### src/vffa_ram.sv
module vffa_ram #(
  parameter int WIDTH = 8,
  parameter int DEPTH = 16
) (
  input  logic                     clk,
  input  logic                     we,
  input  logic [$clog2(DEPTH)-1:0] waddr,
  input  logic [WIDTH-1:0]         wdata,
  input  logic [$clog2(DEPTH)-1:0] raddr,
  output logic [WIDTH-1:0]         rdata
);

  logic [WIDTH-1:0] mem [DEPTH];

  always_ff @(posedge clk) begin
    if (we) begin
      mem[waddr] <= wdata;
    end
    rdata <= mem[raddr];
  end

endmodule

### config.mk
export PLATFORM = sky130hd
export DESIGN_NAME = vffa_ram
export DESIGN_NICKNAME = d
export VERILOG_FILES = /design/src/vffa_ram.sv
export SDC_FILE = /design/constraint.sdc
export NUM_CORES = 1
export LEC_CHECK = 0
export ABC_CLOCK_PERIOD_IN_PS = 4660
export BUFFER_PORTS_ARGS = -buffer_cell sky130_fd_sc_hd__buf_2
export CAP_MARGIN = 25
export CORE_ASPECT_RATIO = 0.8
export CORE_MARGIN = 4
export CORE_UTILIZATION = 60
export DETAILED_ROUTE_END_ITERATION = 8
export PLACE_DENSITY = 0.76
export RECOVER_POWER = 50
export SLEW_MARGIN = 30
export SYNTH_ARGS = -nofsm -noshare
export SYNTH_HDL_FRONTEND = slang
export SYNTH_SLANG_ARGS = --single-unit
### constraint.sdc
create_clock -name clk -period 4.66 [get_ports clk]
set_clock_uncertainty 0.15 [all_clocks]
set_input_delay 0.466 -clock clk [delete_from_list [all_inputs] [get_ports clk]]
set_output_delay 0.466 -clock clk [all_outputs]
set_load 0.005 [all_outputs]
==> impl_results.md <==
* Die W at 112 um
* FF-to-FF End: rdata[1]$_DFF_P_
* Worst hold stages at 2
* Ports at 26
* Vias in the first global route at 2472
* Reg power frac at 50.2%
* Initial Utilization at 63.3%
* Clk slew on worst S/H paths at 0.06 ns
* GRT Residual Overflow at 0
* Post-Syn Area at between 5000 and 6000 um^2
* Area delta synth->final at 14.5%
* WL final at ~9400 um
* Pwr dens at 465 nW/um^2
* CP max stage cell: nor2_1
* Hold buffers post-CTS at 0
* NumNets Final at 284
* Cell internal pwr at 0.00222 W
* Core area at 8130 um^2
* # fillers at ~490
* Max-cap violations at 0
* Post-CTS Setup Bufs at 0
* Outcome: completed
* Proportion of layout cells with a drive suffix above 1 at 22.6%
* Largest net degree at the start of global routing at 33
* Routed via count divided by cell count at between 6 and 7
* Detail Route Antenna Nets at 0
* Hold path start: waddr[0]
* Most frequent cells in the layout: edfxtp_1, mux4_2, a22oi_1, clkbuf_16, buf_2
* N_diodes at 0
* Buffers added on ports at 25
* CP Buf/Inv Count at 1
* Post-CTS Resized at 0
* Actual slew at the worst max-slew pin at around 0.98 ns
* Syn avg cell area at 22.5 um^2
* Worst Setup End Kind: register
* GRT Util Overall at roughly 20%
* FF+latch area at 4000 um^2
* R2r setup slk at between 3 and 4 ns
* Crit path DAT at roughly 1.8 ns
* Footprint of the multi-input gates at 1060 um^2
* Element type at the critical path start: primary input
* H-tree Lvls at 4
* CP Cell Sequence: clkbuf_1 > or3b_2 > nor2_1
* First-pass GRT wire length at 14600 um
* Antenna violations before repair at 0
* Seq/Total Area, Yosys at 77.8%
* Grt met2 use at 30.7%
* Area post-placement at around 5400 um^2
* Met1 usage at 27.9%
* CP Max Fanout at 8
* Peak Freq at 559 MHz
* Die H at 90.8 um
* DRT Pass-1 Iters at 5
* Clock Tree Root: clkbuf_8
* RSZ-0062 raised after global routing: no
* Slew HR at 34.7%
* Synth warn at 0
* Wire per inst at 24.4 um
* CP required at approximately 4.7 ns
* Final Wtd Congestion at 0.737
* P_leak at between 1.5 and 2 nW
* Row count at 29
* Most Used Layer, Global Route: met2
* Design area at 5890 um^2
* Hold crit path type: in2reg
* Setup violations, final at 0
* FF+latch count, synth at 136
* TritonCTS clock tree: yes
* Final min period at around 1.8 ns
* Synthesized instance count at around 230
* WHS Endpoint: mem[0][3]$_DFFE_PP_
* Cell family with most CP delay: simple AND/OR/NAND/NOR gates
* Grt met3 use at 7.03%
* CTS Sinks at approximately 140
* Worst Path Class, Setup: in2reg
* Worst flop-to-flop path startpoint: mem[8][1]$_DFFE_PP_
* Final HPWL from detailed placement at slightly below 6000 um
* Clock buffer depth at 2
* Final hold vios at 0
* Sw Ratio at between 10% and 20%
* Clock latency on the worst-skew pair at between 0.5 and 0.6 ns
* Final worst path period share at 38.4%
* CTS Buf Count at 17
* Psw at 0.000523 W
* DRC viols at 0
* DRT iter0 DRCs at between 100 and 150
* Vias at roughly 2400
* R2R depth at 3
* Synth unique cells at 19
* Comb pwr share at 4.2%
* Commonest non-fill, non-tap cell in the layout: edfxtp_1
* VDD IR max at 0.446 mV
* Syn Nets at 247
* Clock power frac at 45.5%
* Fin util at 72.5%
* CP max stage delay at 0.65 ns
* Max Slew Vio Count at 0
* Setup TNS at 0 ns
* Die area at 10100 um^2
==> area by class of cell <==
cell class              count  share of cell area (%)
flip-flops and latches    136                    67.9
multi-input cells          83                    18.0
clock buffers              20                    7.22
repair buffers             28                    2.29
well taps                 108                    2.29
clock inverters            12                    2.25
==> metal layers <==
metal | part of all wire, % | vias to the layer above
li1 | - | 1046
met1 | 42 | 1223
met2 | 49 | 99
met3 | 8.0 | 10
met4 | 1.1 | 0
met5 | 0 | -
==> worst reg2reg max path, stage by stage, from the launching register on <==
cell	delay, ns
edfxtp_1	0.37
mux4_1	0.52
a22oi_1	0.28
nand2_1	0.11
==> state kept, by name, summed over array words and instances (netlist names) <==
name   cells
mem      128
rdata      8
==> worst max-delay path by stage <==
stage | from | end | slack, ns | depth (start not counted)
floorplan | waddr[2] | mem[0][0]$_DFFE_PP_ | 2.55 | 2
global placement | waddr[2] | mem[0][4]$_DFFE_PP_ | 2.04 | 3
finish | we | mem[1][5]$_DFFE_PP_ | 2.87 | 3
detailed placement | waddr[2] | mem[1][6]$_DFFE_PP_ | 2.35 | 3
CTS | waddr[2] | mem[1][7]$_DFFE_PP_ | 2.87 | 3
global route | we | mem[1][0]$_DFFE_PP_ | 2.83 | 3
==> Yosys cell counts <==
master           count  area share (%)
nor2b_1              1            0.12
mux4_1              14             7.1
nor2_1              13            0.95
buf_2                3            0.29
mux4_2              18             7.9
nand3b_1             2            0.29
clkdlybuf4s25_2      3            0.58
or3b_2               1            0.17
a22oi_1             16             2.3
nand2b_1             2            0.24
and2_1               1            0.12
and2b_1              1            0.15
dfxtp_1              8             3.1
nor3_1               4            0.39
nand2_1              9            0.66
buf_6                3            0.66
buf_4                1            0.15
edfxtp_1           128              75
nand3_1              1           0.097
==> power groups by stage <==
stage	logic, W	registers (W)	clock network, W
after CTS	0.000119	0.00138	0.00127
after detailed placement	0.000118	0.00140	0
after floorplan	0.0000694	0.00140	0
final	0.000116	0.00138	0.00125
after global placement	0.000114	0.00140	0
after global routing	0.000126	0.00138	0.00134
==> cells by family after synthesis <==
logic type             count (synthesis)  synth area share (%)
AO/OA/AOI/OAI                         16                  2.33
buffers and inverters                 10                  1.68
flip-flops                           136                  77.8
multiplexers                          32                  15.0
AND/OR/NAND/NOR                       35                  3.18
==> per-stage QoR <==
step	std cells	power, W	hold WS, ns	setup WS (ns)
floorplan	229	0.00147	0.415	2.55
CTS	387	0.00277	0.171	2.87
detailed placement	355	0.00152	0.526	2.35
finish	387	0.00274	0.285	2.87
global placement	355	0.00151	0.512	2.04
global route	387	0.00284	0.257	2.83
No activity file was read; power rests on OpenSTA's default activity.
